**config.mk**
```make
export PLATFORM = sky130hd
export DESIGN_NAME = slot_pool_allocator_oldest_reuse_top_flat
export DESIGN_NICKNAME = d
export VERILOG_FILES = /design/src/hdl/spa_pkg.sv /design/src/hdl/spa_if.sv /design/src/hdl/slot_pool_allocator_oldest_reuse_top.sv /design/src/hdl/spa_ram.sv /design/src/hdl/spa_stack.sv /design/src/hdl/spa_ctrl.sv /design/src/flat_wrapper.sv
export SDC_FILE = /design/constraint.sdc
export NUM_CORES = 2
export LEC_CHECK = 0
export ABC_AREA = 1
export BUFFER_PORTS_ARGS = -buffer_cell sky130_fd_sc_hd__buf_2
export CORE_MARGIN = 4
export CORE_UTILIZATION = 50
export DETAILED_ROUTE_END_ITERATION = 12
export HOLD_SLACK_MARGIN = 0.06
export PLACE_DENSITY = 0.72
export SETUP_SLACK_MARGIN = 0.3
export SLEW_MARGIN = 20
export SYNTH_ARGS = -nofsm -noshare
export SYNTH_HDL_FRONTEND = slang
export SYNTH_HIERARCHICAL = 1
export SYNTH_SLANG_ARGS = --single-unit
```
**constraint.sdc**
```tcl
create_clock -name clk -period 7 [get_ports clk]
set_clock_uncertainty 0.1 [all_clocks]
set_input_delay 0.35 -clock clk [delete_from_list [all_inputs] [get_ports clk]]
set_output_delay 0.35 -clock clk [all_outputs]
set_load 0.02 [all_outputs]
```
**src/hdl/spa_pkg.sv**
```systemverilog
// Shared constants, types and codes of the slot pool allocator.
package spa_pkg;

  localparam int SLOTS = 64;
  localparam int IDX_W = $clog2(SLOTS);
  localparam int CNT_W = $clog2(SLOTS + 1);

  localparam int SLOT_W    = 6;
  localparam int CFG_W     = 7;
  localparam int REQ_W     = 2;
  localparam int STAT_W    = 3;
  localparam int CFG_IDX_W = 1;

  localparam logic [CFG_W-1:0] MAX_POOL_RESET = 7'd64;

  typedef logic [IDX_W-1:0] idx_t;

  typedef enum logic [REQ_W-1:0] {
    REQ_INIT   = 2'd0,
    REQ_GET    = 2'd1,
    REQ_RETURN = 2'd2
  } req_t;

  typedef enum logic [STAT_W-1:0] {
    STAT_POPPED   = 3'd0,
    STAT_CREATED  = 3'd1,
    STAT_REUSED   = 3'd2,
    STAT_RETURNED = 3'd3,
    STAT_REJECTED = 3'd4,
    STAT_NONE     = 3'd5,
    STAT_INIT     = 3'd6
  } status_t;

  typedef enum logic [CFG_IDX_W-1:0] {
    REG_INIT_SIZE = 1'b0,
    REG_MAX_POOL  = 1'b1
  } cfg_reg_t;

  typedef enum logic {
    FSM_IDLE,
    FSM_EXEC
  } fsm_state_t;

  // Port of one link memory: read address plus one write.
  typedef struct packed {
    idx_t rd_addr;
    logic we;
    idx_t wr_addr;
    idx_t wr_data;
  } link_port_t;

  // Port of the free stack: as a link port, plus a clear of all entries.
  typedef struct packed {
    idx_t rd_addr;
    logic we;
    idx_t wr_addr;
    idx_t wr_data;
    logic clear;
  } stack_port_t;

endpackage

```
**src/hdl/spa_if.sv**
```systemverilog
// Request and result channel interfaces of the slot pool allocator.
interface spa_req_if;
  logic                         valid;
  logic                         ready;
  logic [spa_pkg::REQ_W-1:0]    req_type;
  logic [spa_pkg::SLOT_W-1:0]   slot_in;

  modport source (output valid, output req_type, output slot_in, input ready);
  modport sink (input valid, input req_type, input slot_in, output ready);
endinterface

interface spa_rsp_if;
  logic                         valid;
  logic                         ready;
  logic [spa_pkg::SLOT_W-1:0]   slot_out;
  logic [spa_pkg::STAT_W-1:0]   status;

  modport source (output valid, output slot_out, output status, input ready);
  modport sink (input valid, input slot_out, input status, output ready);
endinterface

```
**src/hdl/slot_pool_allocator_oldest_reuse_top.sv**
```systemverilog
// Top level of the slot pool allocator with oldest-in-use reuse.
//
// The block hands out slot indices of a pool of at most 64 objects. Each request
// on the req channel is an init (build init_size free slots), a get (pop the most
// recently freed slot, else create the next slot, else take back the oldest slot
// in use, else answer with status none) or a return of slot_in. Every request
// yields exactly one result on the rsp channel with the slot and a status code.
// Both channels move a request when valid and ready are high at a rising edge.
// Registers init_size (index 0) and max_pool_size (index 1) are written through
// cfg_we/cfg_idx/cfg_wdata and are meant to change only while the block is idle.
// In the accept cycle the free stack and the two link memories are read; in the
// next cycle the read data is used, the memories are written back and the result
// register is loaded. Because those memories are read and then written, no new
// request is accepted until the previous one has been carried out.
// The result register decouples the two sides: a new request is accepted while a
// result is being taken in the same cycle. When the receiver stalls, the result
// holds and no further request is accepted until it is taken.
// Reset (rst, synchronous) empties the pool, clears all in-use flags, sets
// init_size to 0 and max_pool_size to 64. No clearing pass is needed.
module slot_pool_allocator_oldest_reuse_top (
  input  logic                          clk,
  input  logic                          rst,
  input  logic                          cfg_we,
  input  logic [spa_pkg::CFG_IDX_W-1:0] cfg_idx,
  input  logic [spa_pkg::CFG_W-1:0]     cfg_wdata,
  spa_req_if.sink                       req,
  spa_rsp_if.source                     rsp
);

  spa_pkg::stack_port_t        stack_port;
  spa_pkg::link_port_t         next_port;
  spa_pkg::link_port_t         prev_port;
  spa_pkg::idx_t               stack_rd;
  spa_pkg::idx_t               next_rd;
  spa_pkg::idx_t               prev_rd;
  logic                        res_valid;
  logic [spa_pkg::SLOT_W-1:0]  res_slot;
  spa_pkg::status_t            res_status;

  logic                        out_valid;
  logic [spa_pkg::SLOT_W-1:0]  out_slot;
  logic [spa_pkg::STAT_W-1:0]  out_status;
  logic                        out_space;

  // The result register has room when empty or when it is drained this cycle.
  assign out_space = !out_valid || rsp.ready;

  spa_ctrl u_ctrl (
    .clk       (clk),
    .rst       (rst),
    .cfg_we    (cfg_we),
    .cfg_idx   (cfg_idx),
    .cfg_wdata (cfg_wdata),
    .req       (req),
    .out_space (out_space),
    .stack_port(stack_port),
    .stack_rd  (stack_rd),
    .next_port (next_port),
    .next_rd   (next_rd),
    .prev_port (prev_port),
    .prev_rd   (prev_rd),
    .res_valid (res_valid),
    .res_slot  (res_slot),
    .res_status(res_status)
  );

  // Free slots, stacked; the top sits at free_count - 1.
  spa_stack u_stack (
    .clk    (clk),
    .rst    (rst),
    .port   (stack_port),
    .rd_data(stack_rd)
  );

  // Forward links of the in-use order list, from older to newer.
  spa_ram #(
    .WIDTH(spa_pkg::IDX_W),
    .DEPTH(spa_pkg::SLOTS)
  ) u_next_ram (
    .clk    (clk),
    .we     (next_port.we),
    .wr_addr(next_port.wr_addr),
    .wr_data(next_port.wr_data),
    .rd_addr(next_port.rd_addr),
    .rd_data(next_rd)
  );

  // Backward links of the in-use order list, from newer to older.
  spa_ram #(
    .WIDTH(spa_pkg::IDX_W),
    .DEPTH(spa_pkg::SLOTS)
  ) u_prev_ram (
    .clk    (clk),
    .we     (prev_port.we),
    .wr_addr(prev_port.wr_addr),
    .wr_data(prev_port.wr_data),
    .rd_addr(prev_port.rd_addr),
    .rd_data(prev_rd)
  );

  // Result register. The sequencer only produces a result when there is room.
  always_ff @(posedge clk) begin
    if (rst) begin
      out_valid <= 1'b0;
    end else if (res_valid) begin
      out_valid <= 1'b1;
    end else if (rsp.ready) begin
      out_valid <= 1'b0;
    end
  end

  always_ff @(posedge clk) begin
    if (res_valid) begin
      out_slot   <= res_slot;
      out_status <= res_status;
    end
  end

  assign rsp.valid    = out_valid;
  assign rsp.slot_out = out_slot;
  assign rsp.status   = out_status;

endmodule

```
**src/hdl/spa_ram.sv**
```systemverilog
// Generic single-write, single-read RAM with a registered read port.
module spa_ram #(
  parameter int WIDTH = 8,
  parameter int DEPTH = 64,
  localparam int AW = $clog2(DEPTH)
) (
  input  logic             clk,
  input  logic             we,
  input  logic [AW-1:0]    wr_addr,
  input  logic [WIDTH-1:0] wr_data,
  input  logic [AW-1:0]    rd_addr,
  output logic [WIDTH-1:0] rd_data
);

  logic [WIDTH-1:0] mem [DEPTH];

  always_ff @(posedge clk) begin
    if (we) begin
      mem[wr_addr] <= wr_data;
    end
    rd_data <= mem[rd_addr];
  end

endmodule

```
**src/hdl/spa_stack.sv**
```systemverilog
// Free stack memory; an entry not written since the last init reads as its own index.
module spa_stack (
  input  logic                 clk,
  input  logic                 rst,
  input  spa_pkg::stack_port_t port,
  output spa_pkg::idx_t        rd_data
);

  logic [spa_pkg::SLOTS-1:0] written;
  logic                      hit;
  spa_pkg::idx_t             addr_q;
  spa_pkg::idx_t             ram_q;

  spa_ram #(
    .WIDTH(spa_pkg::IDX_W),
    .DEPTH(spa_pkg::SLOTS)
  ) u_ram (
    .clk    (clk),
    .we     (port.we),
    .wr_addr(port.wr_addr),
    .wr_data(port.wr_data),
    .rd_addr(port.rd_addr),
    .rd_data(ram_q)
  );

  always_ff @(posedge clk) begin
    if (rst || port.clear) begin
      written <= '0;
    end else if (port.we) begin
      written[port.wr_addr] <= 1'b1;
    end
    hit    <= written[port.rd_addr];
    addr_q <= port.rd_addr;
  end

  assign rd_data = hit ? ram_q : addr_q;

endmodule

```
**src/hdl/spa_ctrl.sv**
```systemverilog
// Request sequencer and bookkeeping: counts, list ends, in-use flags, memory updates.
module spa_ctrl (
  input  logic                          clk,
  input  logic                          rst,
  input  logic                          cfg_we,
  input  logic [spa_pkg::CFG_IDX_W-1:0] cfg_idx,
  input  logic [spa_pkg::CFG_W-1:0]     cfg_wdata,
  spa_req_if.sink                       req,
  input  logic                          out_space,
  output spa_pkg::stack_port_t          stack_port,
  input  spa_pkg::idx_t                 stack_rd,
  output spa_pkg::link_port_t           next_port,
  input  spa_pkg::idx_t                 next_rd,
  output spa_pkg::link_port_t           prev_port,
  input  spa_pkg::idx_t                 prev_rd,
  output logic                          res_valid,
  output logic [spa_pkg::SLOT_W-1:0]    res_slot,
  output spa_pkg::status_t              res_status
);

  spa_pkg::fsm_state_t         state, state_next;
  logic [spa_pkg::CFG_W-1:0]   init_size;
  logic [spa_pkg::CFG_W-1:0]   max_pool_size;
  spa_pkg::req_t               req_q;
  logic [spa_pkg::SLOT_W-1:0]  slot_q;
  logic [spa_pkg::CNT_W-1:0]   free_count, free_count_next;
  logic [spa_pkg::CNT_W-1:0]   created_count, created_count_next;
  spa_pkg::idx_t               oldest, oldest_next;
  spa_pkg::idx_t               newest, newest_next;
  logic [spa_pkg::SLOTS-1:0]   in_use, in_use_next;

  logic                        accept;
  logic [spa_pkg::CNT_W-1:0]   used;
  logic [spa_pkg::CNT_W-1:0]   limit;
  logic [spa_pkg::CNT_W-1:0]   init_n;
  spa_pkg::idx_t               ret_idx;
  logic                        ret_ok;
  logic                        do_append;
  spa_pkg::idx_t               app_slot;

  assign accept = (state == spa_pkg::FSM_IDLE) && req.valid && out_space;

  always_comb begin
    state_next = state;
    case (state)
      spa_pkg::FSM_IDLE: if (accept) state_next = spa_pkg::FSM_EXEC;
      spa_pkg::FSM_EXEC: state_next = spa_pkg::FSM_IDLE;
      default:           state_next = spa_pkg::FSM_IDLE;
    endcase
  end

  assign req.ready = (state == spa_pkg::FSM_IDLE) && out_space;

  assign used    = created_count - free_count;
  assign limit   = (32'(max_pool_size) < spa_pkg::SLOTS) ?
                   spa_pkg::CNT_W'(max_pool_size) : spa_pkg::CNT_W'(spa_pkg::SLOTS);
  assign init_n  = (32'(init_size) < spa_pkg::SLOTS) ?
                   spa_pkg::CNT_W'(init_size) : spa_pkg::CNT_W'(spa_pkg::SLOTS);
  assign ret_idx = spa_pkg::idx_t'(slot_q);
  assign ret_ok  = (32'(slot_q) < spa_pkg::SLOTS) && in_use[ret_idx];

  always_comb begin
    // Reads are issued in the accept cycle, the link reads straight from the request.
    stack_port.rd_addr = spa_pkg::idx_t'(free_count - spa_pkg::CNT_W'(1));
    next_port.rd_addr  = (spa_pkg::req_t'(req.req_type) == spa_pkg::REQ_GET) ?
                         oldest : spa_pkg::idx_t'(req.slot_in);
    prev_port.rd_addr  = spa_pkg::idx_t'(req.slot_in);

    free_count_next    = free_count;
    created_count_next = created_count;
    oldest_next        = oldest;
    newest_next        = newest;
    in_use_next        = in_use;
    stack_port.we      = 1'b0;
    stack_port.wr_addr = '0;
    stack_port.wr_data = '0;
    stack_port.clear   = 1'b0;
    next_port.we       = 1'b0;
    next_port.wr_addr  = '0;
    next_port.wr_data  = '0;
    prev_port.we       = 1'b0;
    prev_port.wr_addr  = '0;
    prev_port.wr_data  = '0;
    res_valid          = 1'b0;
    res_slot           = '0;
    res_status         = spa_pkg::STAT_NONE;
    do_append          = 1'b0;
    app_slot           = '0;

    if (state == spa_pkg::FSM_EXEC) begin
      res_valid = 1'b1;
      case (req_q)
        spa_pkg::REQ_INIT: begin
          free_count_next    = init_n;
          created_count_next = init_n;
          oldest_next        = '0;
          newest_next        = '0;
          in_use_next        = '0;
          stack_port.clear   = 1'b1;
          res_status         = spa_pkg::STAT_INIT;
        end
        spa_pkg::REQ_GET: begin
          if (free_count != '0) begin
            app_slot        = stack_rd;
            do_append       = 1'b1;
            free_count_next = free_count - spa_pkg::CNT_W'(1);
            res_slot        = spa_pkg::SLOT_W'(stack_rd);
            res_status      = spa_pkg::STAT_POPPED;
          end else if (created_count < limit) begin
            app_slot           = spa_pkg::idx_t'(created_count);
            do_append          = 1'b1;
            created_count_next = created_count + spa_pkg::CNT_W'(1);
            res_slot           = spa_pkg::SLOT_W'(app_slot);
            res_status         = spa_pkg::STAT_CREATED;
          end else if (used != '0) begin
            // Move the oldest slot to the newest end; a single slot stays put.
            app_slot   = oldest;
            res_slot   = spa_pkg::SLOT_W'(oldest);
            res_status = spa_pkg::STAT_REUSED;
            if (used != spa_pkg::CNT_W'(1)) begin
              oldest_next       = next_rd;
              next_port.we      = 1'b1;
              next_port.wr_addr = newest;
              next_port.wr_data = oldest;
              prev_port.we      = 1'b1;
              prev_port.wr_addr = oldest;
              prev_port.wr_data = newest;
              newest_next       = oldest;
            end
          end
        end
        spa_pkg::REQ_RETURN: begin
          if (ret_ok) begin
            in_use_next[ret_idx] = 1'b0;
            if (used != spa_pkg::CNT_W'(1)) begin
              if (ret_idx == oldest) begin
                oldest_next = next_rd;
              end else if (ret_idx == newest) begin
                newest_next = prev_rd;
              end else begin
                next_port.we      = 1'b1;
                next_port.wr_addr = prev_rd;
                next_port.wr_data = next_rd;
                prev_port.we      = 1'b1;
                prev_port.wr_addr = next_rd;
                prev_port.wr_data = prev_rd;
              end
            end
            stack_port.we      = 1'b1;
            stack_port.wr_addr = spa_pkg::idx_t'(free_count);
            stack_port.wr_data = ret_idx;
            free_count_next    = free_count + spa_pkg::CNT_W'(1);
            res_slot           = slot_q;
            res_status         = spa_pkg::STAT_RETURNED;
          end else begin
            res_status = spa_pkg::STAT_REJECTED;
          end
        end
        default: ;
      endcase

      if (do_append) begin
        if (used == '0) begin
          oldest_next = app_slot;
        end else begin
          next_port.we      = 1'b1;
          next_port.wr_addr = newest;
          next_port.wr_data = app_slot;
          prev_port.we      = 1'b1;
          prev_port.wr_addr = app_slot;
          prev_port.wr_data = newest;
        end
        newest_next           = app_slot;
        in_use_next[app_slot] = 1'b1;
      end
    end
  end

  always_ff @(posedge clk) begin
    if (rst) begin
      state         <= spa_pkg::FSM_IDLE;
      init_size     <= '0;
      max_pool_size <= spa_pkg::MAX_POOL_RESET;
      free_count    <= '0;
      created_count <= '0;
      oldest        <= '0;
      newest        <= '0;
      in_use        <= '0;
    end else begin
      state         <= state_next;
      free_count    <= free_count_next;
      created_count <= created_count_next;
      oldest        <= oldest_next;
      newest        <= newest_next;
      in_use        <= in_use_next;
      if (cfg_we) begin
        case (spa_pkg::cfg_reg_t'(cfg_idx))
          spa_pkg::REG_INIT_SIZE: init_size     <= cfg_wdata;
          spa_pkg::REG_MAX_POOL:  max_pool_size <= cfg_wdata;
          default: ;
        endcase
      end
    end
  end

  always_ff @(posedge clk) begin
    if (accept) begin
      req_q  <= spa_pkg::req_t'(req.req_type);
      slot_q <= req.slot_in;
    end
  end

  a_count_order: assert property (@(posedge clk) disable iff (rst)
    free_count <= created_count)
    else $error("free count exceeds created count");

  a_flags_match: assert property (@(posedge clk) disable iff (rst)
    $countones(in_use) == int'(used))
    else $error("in-use flags disagree with slot counts");

  a_handout_marked: assert property (@(posedge clk) disable iff (rst)
    (res_valid && (res_status == spa_pkg::STAT_POPPED ||
                   res_status == spa_pkg::STAT_CREATED ||
                   res_status == spa_pkg::STAT_REUSED)) |=> in_use[$past(app_slot)])
    else $error("handed-out slot not marked in use");

  a_return_cleared: assert property (@(posedge clk) disable iff (rst)
    (res_valid && res_status == spa_pkg::STAT_RETURNED) |=> !in_use[$past(ret_idx)])
    else $error("returned slot still marked in use");

endmodule
```
**src/flat_wrapper.sv**
```systemverilog
// flat-port wrapper written by rule: the top's interface ports become plain ports
module slot_pool_allocator_oldest_reuse_top_flat 
  (clk, rst, cfg_we, cfg_idx, cfg_wdata, req_valid, req_req_type, req_slot_in, req_ready, rsp_valid, rsp_slot_out, rsp_status, rsp_ready);
  spa_req_if req_i ();
  spa_rsp_if rsp_i ();
  input  logic clk;
  input  logic rst;
  input  logic cfg_we;
  input  logic [spa_pkg::CFG_IDX_W-1:0] cfg_idx;
  input  logic [spa_pkg::CFG_W-1:0] cfg_wdata;
  input wire logic [$bits(req_i.valid)-1:0] req_valid;
  input wire logic [$bits(req_i.req_type)-1:0] req_req_type;
  input wire logic [$bits(req_i.slot_in)-1:0] req_slot_in;
  output wire logic [$bits(req_i.ready)-1:0] req_ready;
  output wire logic [$bits(rsp_i.valid)-1:0] rsp_valid;
  output wire logic [$bits(rsp_i.slot_out)-1:0] rsp_slot_out;
  output wire logic [$bits(rsp_i.status)-1:0] rsp_status;
  input wire logic [$bits(rsp_i.ready)-1:0] rsp_ready;
  assign req_i.valid = req_valid;
  assign req_i.req_type = req_req_type;
  assign req_i.slot_in = req_slot_in;
  assign req_ready = req_i.ready;
  assign rsp_valid = rsp_i.valid;
  assign rsp_slot_out = rsp_i.slot_out;
  assign rsp_status = rsp_i.status;
  assign rsp_i.ready = rsp_ready;
  slot_pool_allocator_oldest_reuse_top u_core (.clk(clk), .rst(rst), .cfg_we(cfg_we), .cfg_idx(cfg_idx), .cfg_wdata(cfg_wdata), .req(req_i), .rsp(rsp_i));
endmodule
```
## Yosys cells after proc, flatten, opt, wreduce, memory -nomap -nowiden

Memories as Yosys holds them, arrays and structs flattened. A register that Yosys moved wholly into a read port is not among the register bits.
Index checks and enable logic that the tools add are counted.

| storage, ports and cells | value |
|---|---|
| flip-flop bits (word level) | 194 |
| output and inout port bits | 11 |
| word-level logic and storage cells | 178 |
| memories | 3 |
| memory bits (writable) | 1152 |
| bits of input ports | 21 |

| cells by class | value |
|---|---|
| bitwise gates (word level) | 6 |
| magnitude comparators | 10 |
| reduce and logical (&&, ||, !) cells | 22 |
| equality and inequality tests | 18 |
| add/sub/neg operators | 4 |
| muxes and demuxes | 99 |

Memory list:

| memory | depth | bits a word | read ports | clocked after Yosys merged registers in | wr ports | RTL line | RTL |
|---|---|---|---|---|---|---|---|
| u_core.u_next_ram.mem | 64 | 6 | 1 | 1 | 1 | spa_ram.sv:15 | `logic [WIDTH-1:0] mem [DEPTH];` |
| u_core.u_prev_ram.mem | 64 | 6 | 1 | 1 | 1 | spa_ram.sv:15 |  |
| u_core.u_stack.u_ram.mem | 64 | 6 | 1 | 1 | 1 | spa_ram.sv:15 |  |

Operators with widths:

| operator | number |
|---|---|
| $mux 13 | 24 |
| $mux 64 | 3 |
| $mux 6 | 26 |
| $or 64x64->64 | 2 |
| $pmux 64 s2 | 1 |
| $and 64x64->64 | 1 |
| $not 64->64 | 1 |
| $pmux 13 s2 | 2 |
| $mux 7 | 6 |
| $pmux 6 s3 | 2 |
| $lt 6x7->1 const B | 4 |
| $ne 3x3->1 const B | 8 |
| $pmux 7 s3 | 1 |
| $mux 1 | 20 |
| $demux 1 s6 | 3 |
| $ge 6x1->1 const B | 3 |
| $add 7x1->7 const B | 2 |
| $lt 7x7->1 const B | 2 |
| $mux 14 | 1 |
| $pmux 7 s2 | 1 |
| $reduce_bool 7->1 | 2 |
| $bmux 1 s6 | 2 |
| $eq 6x6->1 | 2 |
| $mux 3 | 4 |
| 22 further kinds | 36 |

## Depth between registers and ports, before layout

| logic depth | value |
|---|---|
| depth in word-level cells | 13 |
| mapped depth | 23 |
| depth with buffers taken out | 21 |

## By module

The synthesis kept the hierarchy.

By module, submodules not included:

| module | area an instance (um^2) | cells an instance | instances | sequential area each (um^2) |
|---|---|---|---|---|
| spa_ram (u_core.u_prev_ram ...) | 15930.3 | 1376 | 2 | 11651.2 |
| spa_ram (u_core.u_next_ram) | 15942.8 | 1393 | 1 | 11651.2 |
| spa_ctrl | 8240.4 | 1304 | 1 | 2342.2 |
| spa_stack | 3085.5 | 394 | 1 | 1421.4 |
| slot_pool_allocator_oldest_reuse_top | 312.8 | 14 | 1 | 290.3 |

## Least setup slack after synthesis

OpenSTA, ideal clock, no wires.

| timing path | value |
|---|---|
| path type | register to register |
| from | register u_core/u_ctrl/created_count[0] in the netlist's numbering |
| to | memory u_core/u_prev_ram/mem[52][0] in the netlist's numbering (enable) |
| arrival | 4.514 ns |
| library setup time | 0.386 ns |
| path buffers | 2 |
| slack | 2.000 ns |
| required time | 6.514 ns |
| stages on the path, launching flop included | 22 |
| clock period less this slack | 5.000 ns |
| cells stage by stage | dfxtp_1 -> inv_2 -> ha_1 -> fa_1 -> inv_1 -> nand3_1 -> nand2_1 -> nand2_1 -> nand2_1 -> nand2_1 -> nor2_2 -> and2_4 -> nand3_4 -> nand2_1 -> inv_1 -> nor2_1 -> nand2_1 -> nand2_1 -> buf_4 -> clkbuf_1 -> inv_1 -> nor4_1 |

RTL lines:

| item | RTL line | RTL |
|---|---|---|
| start: declaration | spa_ctrl.sv:27 | `logic [spa_pkg::CNT_W-1:0] created_count, created_count_next;` |
| start signal: assignment | spa_ctrl.sv:192 | `created_count <= created_count_next;` |
| end: declaration | spa_ram.sv:15 |  |

==> impl_metrics.py <==
metrics = {
    "sta": {
        "fin_setup_tns_ns": 0,
        "timing.final.crit_share": 0.844,
        "postLayoutSetupSlackWorst_ns": 1.09,
        "setup_repair_after_global_routing_missed_its_margin": "false",
        "least_margin_pin_slew_ns": 1.15,
        "timing.max_slew.rel_slack": 0.227,
        "finalMaxSlewViolations": 0,
        "finalHoldViolCount": 0,
        "post-route-min-period_ns": 5.91,
        "setup_viol": 0,
        "max_clock_freq_ghz": 0.169,
    },
    "die": {
        "dieArea_sq_mm": 0.124,
        "core_area_sq_mm": 0.118,
        "placement_rows": 126,
        "fp.dieW_microns": 353,
        "floorplan.initialDensity": 0.503,
        "number_of_top_level_pins": 32,
        "dieHeight_microns": 353,
    },
    "synth": {
        "yosys-top-cells-area": "edfxtp_1 59%, nand2_1 12%, nand3_1 9.4%",
        "synth_fp_nets": 5900,
        "ys_dominant_reg_cell": "edfxtp_1",
        "post-synth-top-area-cell": "edfxtp_1",
        "synth.yosys.seq_area_share": 0.656,
        "ys_types": 50,
        "ys_async_sr_fraction": 0,
        "synthesis.area_sq_mm": 0.0594,
        "yosysTopAreaCellShare": 0.591,
        "synthMostInstantiatedCell": "nand2_1",
        "synth_edf_count": 1169,
        "synth_warnings": 6,
        "netlist_top_cells_count": "1930 x nand2_1, 1169 x edfxtp_1, 1119 x nand3_1",
        "synth_cells": 5857,
        "yosys_register_bits": 1364,
        "synthesis.area_per_instance_sq_um": 10.1,
    },
    "grt": {
        "grtUsageTotal": 0.239,
        "grt_antenna_before_repair": 9,
        "grt_pass1_wl_mm": 235,
        "grt_max_degree": 198,
        "grt-ovfl-total": 0,
        "first_global_vias": 41300,
    },
    "place": {
        "hpwlAfterDp_mm": 91.0,
        "io_buffer_count": 31,
        "pre_cts_slack_ns": 1.20,
        "post_place_instance_area_sq_mm": 0.0604,
        "place.gp.congestion": 0.933,
        "placed_cells": 7135,
    },
    "final_layout": {
        "syn2layout_area_growth_pct": 9.76,
        "fin_area_sq_mm": 0.0652,
        "nets": 5817,
        "final-instance-count-excl-fill": 7424,
        "drive_above_1_share": 0.0737,
    },
    "flow_run": {
        "cap_viol_max_count": 0,
    },
    "drt": {
        "count_of_vias_placed_by_the_detailed_router": 43500,
        "drt_iter0_drc": 5149,
        "drc": 0,
        "ant_nets": 0,
        "avgViaCountPerCell": 5.86,
        "detail_route.wl_per_cell_microns": 20.6,
        "route.final.wire_length_mm": 153,
        "number_of_detailed_routing_iterations_run_before_antenna_repair": 6,
    },
    "clocking": {
        "clock_tree.htree_level_count": 4,
        "cts_num_sinks": 1364,
        "cts_tree": "built",
        "max-clock-path-buffers": 3,
        "clk-insertion-delay-late_ns": 0.75,
        "clock_transition_at_path_regs_ns": 0.06,
        "clock-root-buffer": "clkbuf_16",
        "number_of_clock_buffers_inserted_by_tritoncts": 140,
    },
    "critical_path": {
        "timing_worst_setup_path_type": "reg -> reg",
        "worst_setup_path_start_kind": "flop",
        "worst_setup_path_end_kind": "flop",
        "worstPathArrival_ns": 6.18,
        "worstPathRequired_ns": 7.27,
        "path_max_fanout": 40,
        "reg2reg_slack_ns": 1.09,
    },
    "worst_hold_path": {
        "hold_wc_path_type": "in -> reg",
    },
    "power_and_ir_drop": {
        "power.static_leakage_nw": 23.4,
        "pwr_per_cell_area_mw_per_mm2": 273,
        "vdd_drop_max_mv": 0.210,
    },
    "run_status": {
        "outcome": "finished, final reports clean",
    },
}
## per-stage QoR
stage / hold WS (ns) / util / power, mW
2_1_floorplan: 0.312 / - / 10.2
3_3_place_gp: 0.338 / 0.512 / 10.7
5_1_grt: 0.228 / 0.552 / 18.4
4_1_cts: 0.170 / 0.552 / 17.9
6_report: 0.224 / 0.553 / 17.8
3_5_place_dp: 0.351 / 0.512 / 10.7
## flip-flops by register name (all words and copies together), names as in the netlist
name	flops
u_core/u_ctrl/created_count	7
u_core/u_ctrl/free_count	7
u_core/u_next_ram/mem	384
u_core/u_stack/hit	1
u_core/u_ctrl/init_size	7
u_core/u_prev_ram/rd_data	6
u_core/rsp.status	3
u_core/u_stack/written	64
u_core/u_ctrl/ret_idx	6
u_core/u_stack/addr_q	6
u_core/u_stack/u_ram/mem	384
u_core/u_next_ram/rd_data	6
u_core/u_ctrl/newest	6
u_core/u_stack/u_ram/rd_data	6
u_core/u_ctrl/max_pool_size	7
u_core/u_ctrl/oldest	6
u_core/u_ctrl/state	1
u_core/rsp.valid	1
u_core/u_prev_ram/mem	384
u_core/u_ctrl/in_use	64
u_core/rsp.slot_out	6
u_core/u_ctrl/req_q	2
## per-layer routing
layer  routed length (microns)  track usage
met5                        40            0
met4                      6070       0.0965
met3                     14400       0.0478
met2                     71100        0.385
met1                     61600        0.319
## power by group
part	leakage, nW	total [mW]	switching (mW)	internal, mW
Combinational	9.56	1.77	1.29	0.485
Sequential	11.7	8.84	0.0571	8.79
Clock	2.17	7.19	3.03	4.16
## cell usage in the layout (no fill, tap or decap), drive strengths merged, types with 2 or more instances in the layout
master          n
nand2        1941
edfxtp       1169
nand3        1123
nor2          341
a21oi         253
dfxtp         195
clkbuf        180
inv           172
o21ai         104
buf            92
clkinv         62
o31ai          51
dlygate4sd3    33
nor3           33
nor4           26
nand4          24
ha             21
bufinv          9
nand3b          8
xor2            8
a41oi           7
o22ai           6
mux2            6
a31oi           4
diode           3
a211oi          3
clkinvlp        2
o211ai          2
## worst max-delay path: stages, from the launching register on
cell and delay [ns]:
edfxtp_1 0.36, buf_4 0.27, inv_2 0.56, nand2_1 0.11, nand3_1 0.10, nand2_1 0.07
o21ai_1 0.16, nand2_1 0.07, nor2_1 0.14, nand2_2 0.15, nor2_2 0.26, inv_1 0.11
nor2_1 0.11, buf_4 0.21, inv_2 0.13, nor2_2 0.82, nand4_1 1.02, nor2_1 0.73
## cells by family after synthesis
| logic type | count (synthesis) | synth area share |
|---|---|---|
| buf+inv | 522 | 0.0414 |
| mux | 6 | 0.00114 |
| xor+xnor | 9 | 0.00133 |
| compound gates | 435 | 0.0401 |
| simple gates | 3499 | 0.255 |
| flops | 1364 | 0.656 |
| fa+ha+maj | 22 | 0.00476 |
## what timing repair did
action                                  in CTS  in global routing
gates resized for setup                      0                  0
hold endpoints to repair                    49                  0
setup buffers                                0                  0
endpoints found under the setup margin       0                  0
hold buffers                                33                  0
## worst paths after layout
path	startpoint	end	cells after the start
setup / recovery	u_core/u_ctrl/ret_idx[0]	u_core/u_stack/u_ram/mem[47][3]	17
hold / removal	req_slot_in[2]	u_core/u_ctrl/ret_idx[2]	2
setup reg to reg	u_core/u_ctrl/ret_idx[0]	u_core/u_stack/u_ram/mem[47][3]	17
hold reg to reg	u_core/u_stack/written[55]	u_core/u_stack/written[55]	2
## area by class of cell
class,instances,area (sq um)
antenna,3,7.51
clock buffer,180,3790
clock inverter,73,626
tap,1536,1920
inverter,172,659
sequential,1364,39000
fill,9957,52800
timing repair buffer,125,990
multi-input combinational,3971,18200
Note: power is estimated with default switching activity, not from simulation.
